<file path="config.mk">
export PLATFORM = sky130hd
export DESIGN_NAME = rlp_item_encoder
export DESIGN_NICKNAME = d
export VERILOG_FILES = /design/src/rtl/core/rlp_pkg.sv /design/src/rtl/core/rlp_item_encoder.sv
export SDC_FILE = /design/constraint.sdc
export NUM_CORES = 1
export LEC_CHECK = 0
export BUFFER_PORTS_ARGS = -buffer_cell sky130_fd_sc_hd__buf_2
export CAP_MARGIN = 20
export CORE_MARGIN = 5
export CORE_UTILIZATION = 56
export DETAILED_ROUTE_END_ITERATION = 8
export GPL_ROUTABILITY_DRIVEN = 1
export HOLD_SLACK_MARGIN = 0.03
export PLACE_DENSITY_LB_ADDON = 0.25
export SYNTH_ARGS = -nofsm -noshare
export SYNTH_HDL_FRONTEND = slang
export SYNTH_SLANG_ARGS = --single-unit
</file>
<file path="constraint.sdc">
create_clock -name clk -period 22.8 [get_ports clk]
set_clock_uncertainty 0.2 [all_clocks]
set_input_delay 2.28 -clock clk [delete_from_list [all_inputs] [get_ports clk]]
set_output_delay 2.28 -clock clk [all_outputs]
set_load 0.02 [all_outputs]
</file>
<file path="src/rtl/core/rlp_pkg.sv">
package rlp_pkg;

  typedef enum logic [1:0] {
    ACT_STRING = 2'd0,
    ACT_LIST   = 2'd1,
    ACT_INT    = 2'd2,
    ACT_NONE   = 2'd3
  } rlp_action_t;

  typedef enum logic [2:0] {
    ST_IDLE,
    ST_SCAN,
    ST_HEAD,
    ST_BODY,
    ST_TAIL
  } rlp_state_t;

  typedef struct packed {
    logic [1:0]  action;
    logic [31:0] item_length;
    logic [7:0]  data_byte;
    logic [63:0] value_word3;
    logic [63:0] value_word2;
    logic [63:0] value_word1;
    logic [63:0] value_word0;
  } rlp_in_t;

  typedef struct packed {
    logic [7:0] out_byte;
    logic       run_last;
  } rlp_out_t;

  localparam logic [7:0]  STR_OFFSET  = 8'h80;
  localparam logic [7:0]  LIST_OFFSET = 8'hc0;
  localparam logic [7:0]  SINGLE_MAX  = 8'h80;
  localparam logic [7:0]  LONG_BASE   = 8'd55;
  localparam logic [31:0] SHORT_LIMIT = 32'd56;

endpackage

</file>
<file path="src/rtl/core/rlp_item_encoder.sv">
// rlp_item_encoder: RLP byte-stream encoder.
// item channel (item_valid/item_ready, payload item) takes one request at a time:
//   string byte, list header or 256-bit integer. item_ready is high only while
//   the sequencer is idle, so one request is worked on at a time.
// result channel (result_valid/result_ready, payload result) gives one encoded
//   byte per transfer; run_last marks the final byte caused by a request.
// sequence: an open-string byte passes through the head byte register, then the
//   result register. a string start or list header gives a header byte, then n
//   length bytes (n = 0 for short lengths, else 1 to 4); a string start then gives
//   its first payload byte. an integer first runs a leading-zero scan in a shared
//   byte compare/shift unit, one byte per cycle, then gives a prefix and its k
//   significant bytes (one byte for 0 or below 0x80), one per cycle while unstalled.
// the result register lets a new request be taken while the last byte still
//   waits; while the receiver stalls, the sequencer holds and no request is
//   taken until the last byte of the current one is in the result register.
// reset clears the sequencer, the result valid flag and the open string count.
module rlp_item_encoder
  import rlp_pkg::*;
#(
  parameter int LENGTH_BYTES  = 4,
  parameter int INTEGER_BYTES = 32
) (
  input  logic     clk,
  input  logic     rst,
  input  logic     item_valid,
  output logic     item_ready,
  input  rlp_in_t  item,
  output logic     result_valid,
  input  logic     result_ready,
  output rlp_out_t result
);

  localparam int LB       = (LENGTH_BYTES < 1) ? 1 : ((LENGTH_BYTES > 8) ? 8 : LENGTH_BYTES);
  localparam int NB       = (INTEGER_BYTES < 1) ? 1 :
                            ((INTEGER_BYTES > 32) ? 32 : INTEGER_BYTES);
  localparam int LEN_BITS = (LB >= 4) ? 32 : 8 * LB;
  localparam int SH_BYTES = (NB > 4) ? NB : 4;
  localparam int SH_W     = 8 * SH_BYTES;
  localparam int CNT_W    = $clog2(SH_BYTES + 1);

  rlp_state_t          state, state_next;
  logic [LEN_BITS-1:0] rem, rem_next;
  logic [CNT_W-1:0]    cnt, cnt_next;
  logic [SH_W-1:0]     sh, sh_next;
  logic [7:0]          head_byte, head_next;
  logic                tail_en, tail_en_next;
  logic [7:0]          tail_byte, tail_next;
  logic                result_valid_next;

  logic                can_load, load, load_last;
  logic [7:0]          load_byte;
  logic [31:0]         len_cut;
  logic [2:0]          len_n;
  logic [31:0]         len_left;
  logic [SH_W-1:0]     len_al;
  logic [255:0]        ival_all;
  logic [SH_W-1:0]     int_al;
  logic                len_long;
  logic [7:0]          hdr_base;
  logic [CNT_W-1:0]    hdr_cnt;
  logic [7:0]          sh_top;

  assign len_cut  = 32'(item.item_length[LEN_BITS-1:0]);
  assign len_long = (len_cut >= SHORT_LIMIT);
  assign ival_all = {item.value_word3, item.value_word2, item.value_word1, item.value_word0};
  assign int_al   = SH_W'(ival_all[8*NB-1:0]) << (SH_W - 8 * NB);
  assign sh_top   = sh[SH_W-1 -: 8];
  assign can_load = !result_valid || result_ready;

  // number of significant length bytes, left-aligned so the top byte goes first
  always_comb begin
    if (len_cut[31:24] != 8'd0) begin
      len_n    = 3'd4;
      len_left = len_cut;
    end else if (len_cut[23:16] != 8'd0) begin
      len_n    = 3'd3;
      len_left = len_cut << 8;
    end else if (len_cut[15:8] != 8'd0) begin
      len_n    = 3'd2;
      len_left = len_cut << 16;
    end else begin
      len_n    = 3'd1;
      len_left = len_cut << 24;
    end
  end

  assign len_al   = SH_W'(len_left) << (SH_W - 32);
  assign hdr_base = len_long ? (LONG_BASE + 8'(len_n)) : len_cut[7:0];
  assign hdr_cnt  = len_long ? CNT_W'(len_n) : '0;

  always_comb begin
    state_next   = state;
    rem_next     = rem;
    cnt_next     = cnt;
    sh_next      = sh;
    head_next    = head_byte;
    tail_en_next = tail_en;
    tail_next    = tail_byte;
    load         = 1'b0;
    load_byte    = head_byte;
    load_last    = 1'b0;
    item_ready   = (state == ST_IDLE);
    case (state)
      ST_IDLE: begin
        if (item_valid) begin
          case (item.action)
            ACT_STRING: begin
              tail_en_next = 1'b0;
              cnt_next     = '0;
              state_next   = ST_HEAD;
              if (rem != '0) begin
                head_next = item.data_byte;
                rem_next  = rem - LEN_BITS'(1);
              end else if (len_cut == 32'd0) begin
                head_next = STR_OFFSET;
              end else if (len_cut == 32'd1 && item.data_byte < SINGLE_MAX) begin
                head_next = item.data_byte;
              end else begin
                head_next    = STR_OFFSET + hdr_base;
                cnt_next     = hdr_cnt;
                sh_next      = len_al;
                tail_en_next = 1'b1;
                tail_next    = item.data_byte;
                rem_next     = LEN_BITS'(len_cut - 32'd1);
              end
            end
            ACT_LIST: begin
              head_next    = LIST_OFFSET + hdr_base;
              cnt_next     = hdr_cnt;
              sh_next      = len_al;
              tail_en_next = 1'b0;
              state_next   = ST_HEAD;
            end
            ACT_INT: begin
              sh_next      = int_al;
              cnt_next     = CNT_W'(NB);
              tail_en_next = 1'b0;
              state_next   = ST_SCAN;
            end
            default: ;
          endcase
        end
      end
      ST_SCAN: begin
        // drop leading zero bytes one per cycle
        if (cnt != '0 && sh_top == 8'd0) begin
          sh_next  = sh << 8;
          cnt_next = cnt - CNT_W'(1);
        end else begin
          state_next = ST_HEAD;
          if (cnt == '0) begin
            head_next = STR_OFFSET;
          end else if (cnt == CNT_W'(1) && sh_top < SINGLE_MAX) begin
            head_next = sh_top;
            cnt_next  = '0;
          end else begin
            head_next = STR_OFFSET + 8'(cnt);
          end
        end
      end
      ST_HEAD: begin
        if (can_load) begin
          load      = 1'b1;
          load_byte = head_byte;
          load_last = (cnt == '0) && !tail_en;
          if (cnt != '0) begin
            state_next = ST_BODY;
          end else if (tail_en) begin
            state_next = ST_TAIL;
          end else begin
            state_next = ST_IDLE;
          end
        end
      end
      ST_BODY: begin
        if (can_load) begin
          load      = 1'b1;
          load_byte = sh_top;
          load_last = (cnt == CNT_W'(1)) && !tail_en;
          sh_next   = sh << 8;
          cnt_next  = cnt - CNT_W'(1);
          if (cnt == CNT_W'(1)) begin
            state_next = tail_en ? ST_TAIL : ST_IDLE;
          end
        end
      end
      ST_TAIL: begin
        if (can_load) begin
          load       = 1'b1;
          load_byte  = tail_byte;
          load_last  = 1'b1;
          state_next = ST_IDLE;
        end
      end
      default: state_next = ST_IDLE;
    endcase
    result_valid_next = load || (result_valid && !result_ready);
  end

  always_ff @(posedge clk) begin
    if (rst) begin
      state        <= ST_IDLE;
      rem          <= '0;
      result_valid <= 1'b0;
    end else begin
      state        <= state_next;
      rem          <= rem_next;
      result_valid <= result_valid_next;
    end
  end

  always_ff @(posedge clk) begin
    cnt       <= cnt_next;
    sh        <= sh_next;
    head_byte <= head_next;
    tail_en   <= tail_en_next;
    tail_byte <= tail_next;
    if (load) begin
      result.out_byte <= load_byte;
      result.run_last <= load_last;
    end
  end

`ifndef SYNTHESIS
  a_open_string_count: assert property (@(posedge clk) disable iff (rst)
    (item_valid && item_ready && item.action == ACT_STRING && rem != '0)
      |=> (rem == $past(rem) - LEN_BITS'(1)))
    else $error("open string count did not step down");

  a_other_keeps_count: assert property (@(posedge clk) disable iff (rst)
    (item_valid && item_ready && item.action != ACT_STRING) |=> $stable(rem))
    else $error("list or integer request changed the open string count");

  a_body_nonempty: assert property (@(posedge clk) disable iff (rst)
    (state == ST_BODY) |-> (cnt != '0))
    else $error("body state with no bytes left");

  a_last_ends_run: assert property (@(posedge clk) disable iff (rst)
    (load && load_last) |=> (state == ST_IDLE))
    else $error("last byte loaded but sequencer not idle");

  a_busy_not_ready: assert property (@(posedge clk) disable iff (rst)
    (item_valid && item_ready && item.action != ACT_NONE) |=> !item_ready)
    else $error("request taken while previous one still in work");
`endif

endmodule

</file>
* After elaboration in Yosys (flattened, before gate mapping)
Index checks and enable logic that the tools add are counted.
** Word-level totals
- Register bits after elaboration :: 324
- Input port bits :: 302
** Operators by class
- $add $sub $neg :: 7
- Order comparisons :: 3
- Equal/unequal tests :: 25
- Multiplexer cells :: 60
- Bitwise gates (word level) :: 3
- Reductions and logical operators :: 34
** Operators by type and width (number)
- $mux W256 :: 6
- $pmux W256 S3 :: 2
- $mux W32 :: 6
- $mux W8 :: 10
- $sub A32 B1 Y32 const B :: 2
- $pmux W8 S2 :: 3
- $mux W3 :: 14
- $pmux W6 S3 :: 2
- $eq A32 B1 Y1 const B :: 1
- $ge A32 B6 Y1 const B :: 1
- $logic_not A32 Y1 :: 1
- $reduce_bool A32 Y1 :: 1
- $mux W6 :: 5
- $reduce_bool A8 Y1 :: 3
- $ne A2 B2 Y1 const B :: 9
- $add A8 B8 Y8 const A :: 2
- $lt A8 B8 Y1 const B :: 2
- $ne A3 B3 Y1 const B :: 5
- $pmux W3 S5 :: 1
- $reduce_and A6 Y1 :: 2
- $add A8 B6 Y8 const A :: 1
- $logic_not A8 Y1 :: 1
- $reduce_and A8 Y1 :: 1
- $add A6 B3 Y7 const A :: 1
- other kinds (31) :: 50

* Longest topological paths before layout
- Word-level depth :: 13
- Depth in mapped cells :: 11
- Mapped depth without buffers :: 8

* Least setup slack after synthesis
Ideal clock, no wire load.
- Path type :: input to register
- From :: in item[265] (netlist bit)
- To :: reg sh[0], enable pin
- Setup time :: 0.960 ns
- Data arrival time :: 15.827 ns
- Required time :: 21.640 ns
- Path slack :: 5.813 ns
- Stages :: 9
- Path buffers :: 1
- Cells stage by stage :: clkbuf_1 inv_1 ha_1 nor2b_1 o21ai_0 nor4_4 o21ai_1 o21ai_0 a21oi_1
** On the way
- Longest elaborated chain between the ends :: 4
** Ends and longest elaborated chain
- start, declared :: line rlp_item_encoder.sv:27 : input rlp_in_t item,
- $eq A32 B1 Y1 :: line rlp_item_encoder.sv:116 : end else if (len_cut == 32'd1 && item.data_byte < SINGLE_MAX) begin
- $logic_and A1 B1 Y1 :: line rlp_item_encoder.sv:116
- $ne A3 B3 Y1 (no line)
- $reduce_and A8 Y1 (no line) (*)
- end signal, assigned :: line rlp_item_encoder.sv:214 : sh <= sh_next;
- end, declared :: line rlp_item_encoder.sv:44 : logic [SH_W-1:0] sh, sh_next;
Mark *: on every way between the ends. The rest lies on a longest branch, timed or not.
A chain may end at the register's enable or synchronous reset.

* Final worst setup path
- From :: in item[265] (netlist bit)
- To :: reg sh[124], enable pin
Same word-level chain as after synthesis.

==> impl_metrics.ini <==
[sta]
fin_crit_ns = 6.15
rsz0062_at_grt = no
relSlewSlack = 0.249
fmax_ghz = 0.162
finalHoldViolCount = 0
fin_hold_ws_ns = 0.289
worst_pin_slew_ns = 1.13
finalSetupViolations = 0
period_share = 0.270
tns_ns = 0
final_max_slew_viol_count = 0

[floorplanning]
die-area_um2 = 33100
start_util = 0.563
num_io_pins = 313
rows = 63
die-height_um = 182
fp.coreArea_um2 = 29400
die_w_um = 182

[pwr]
cellLeakagePower_nw = 8.08
ir_worst_vdd_mv = 0.0897
p_per_area_nw_per_um2 = 124

[final_layout]
area_delta_synth_final_pct = 17.0
layout-drive-gt1-share = 0.196
mostFrequentLayoutCell = nand2_1
nets = 2313
final_cell_mix = nand2_1, buf_2, edfxtp_1

[global_routing]
grt_max_degree = 257
grt_pass1_wl_um = 74000
grt_pass1_vias = 13600
antenna_found_initial = 9
grt-ovfl-total = 0
grt.total_usage = 0.281

[clock_tree]
clock_sinks = 324
insertion_delay_ns = 0.51
postCtsSetupBuffers = 0
cts_tree = done
clk_pin_slew_ns = 0.06
cts_root_buffer = clkbuf_16
h-tree-depth = 2
ctsResizeCount = 0
cts_made_buffers = 36
clock_path_buffers = 3
postCtsHoldBufs = 0

[route]
via_count = 14400
routed_via_density = 5.96
drc = 0
drt-total-wl_um = 49100
wl_per_cell_um = 20.3
drt_pass1_iterations = 5
drt_iter0_markers = 1756
ant_nets = 0

[critical_path]
criticalPathCategory = in2reg
crit_path_start_kind = primary input
critical_path_required_ns = 22.73
cp_max_fo = 86
crit_path_end_kind = register
critical_path_arrival_ns = 6.08

[synth]
synth.distinct_cells = 70
syn_avg_cell_area_um2 = 9.36
synth_area_leaders = edfxtp_1, nand2_1, nand3_1, dfxtp_1, clkbuf_1
netlist_instances = 1768
synthArstFlopShare = 0
yosys_warnings = 0
ys_seq_area_frac = 0.566
synth_seq_cells = 324
syn-num-nets = 2080
ys.flop_type = edfxtp_1
netlist_area_um2 = 16600
synth_enable_flop_cells = 288
synth_top_area_share = 0.522
yosys.area.top_type = edfxtp_1

[job]
maxCapViolations = 0

[place]
gp_congestion = 1.01
dpl.hpwl_um = 34200
port_buffers = 312

[outcome]
status = finished, final reports clean

[min_path]
hp-class = reg2reg
-- sequential cells by signal, indices dropped and copies added, names as in the netlist --
name          cells
cnt               6
head_byte         8
rem              32
result            9
result_valid      1
sh              256
state             3
tail_byte         8
tail_en           1
-- layer usage --
layer | track usage | share of wire | vias up
met5 | 0 | 0.00069 | -
met4 | 0.0973 | 0.033 | 4
met3 | 0.0593 | 0.099 | 92
met2 | 0.447 | 0.47 | 804
met1 | 0.387 | 0.40 | 6726
li1 | - | - | 6817
-- cells in the mapped netlist (12+ instances only) --
master and count:
nand2_1 505, edfxtp_1 288, nand3_1 238, clkbuf_1 109
o21ai_0 81, nor2_1 78, a21oi_1 76, dfxtp_1 36
nor3_1 35, nor4_1 25, inv_1 22, and3_1 19
xnor2_1 19, or3_1 15, a221oi_1 14, buf_1 12
xor2_1 12
-- cells by family (layout without fill, tap and decap cells) --
kind of cell,after synthesis,count (layout),share of synthesized area
flip-flops,324,324,0.566
adder cells (fa/ha/maj),10,10,0.00756
AND/OR/NAND/NOR,963,963,0.260
AO/OA/AOI/OAI,273,273,0.106
other,0,9,0
buffers and inverters,160,416,0.0397
multiplexers,7,7,0.00431
XOR/XNOR,31,31,0.0164
-- final timing paths --
kind	startpoint	end	slack [ns]	depth (start not counted)
max	item[265]	sh[124]$_DFFE_PP_	16.65	11
min	rem[7]$_SDFFE_PP0P_	rem[7]$_SDFFE_PP0P_	0.29	2
max reg2reg	rem[4]$_SDFFE_PP0P_	sh[124]$_DFFE_PP_	17.22	8
min reg2reg	rem[7]$_SDFFE_PP0P_	rem[7]$_SDFFE_PP0P_	0.29	2
-- power by group --
part | internal (mW) | total (mW) | switching (mW)
Sequential | 0.908 | 0.979 | 0.0716
Combinational | 0.269 | 0.878 | 0.609
Clock | 0.310 | 0.538 | 0.228
-- area by class of cell --
cell class                 count  area, um^2
antenna                        9        22.5
clock buffer                  49         971
clock inverter                12        91.3
fill                        2410       10000
inverter                      22        82.6
multi-input combinational   1284        6580
sequential                   324        9370
tap                          390         488
timing repair buffer         333        1770
-- metrics by stage --
step	setup WS [ns]	instance area [um^2]	cells	utilization	power [mW]
2_1_floorplan	5.81	16600	1768	-	1.68
3_3_place_gp	16.21	18200	2349	0.620	1.82
3_5_place_dp	16.14	18200	2351	0.620	1.84
4_1_cts	16.67	19300	2412	0.656	2.38
5_1_grt	16.42	19400	2420	0.659	2.52
6_report	16.65	19400	2423	0.659	2.39
-- critical path: stages --
cell and delay (ns):
buf_2 0.20, inv_1 0.12, ha_1 0.19, nor2b_1 0.13
o21ai_0 0.38, nor4_4 0.15, o21ai_1 0.15, o21ai_0 0.16
a21oi_4 0.43, buf_4 0.91, buf_4 0.86
Note: power is estimated with default switching activity, not from simulation.
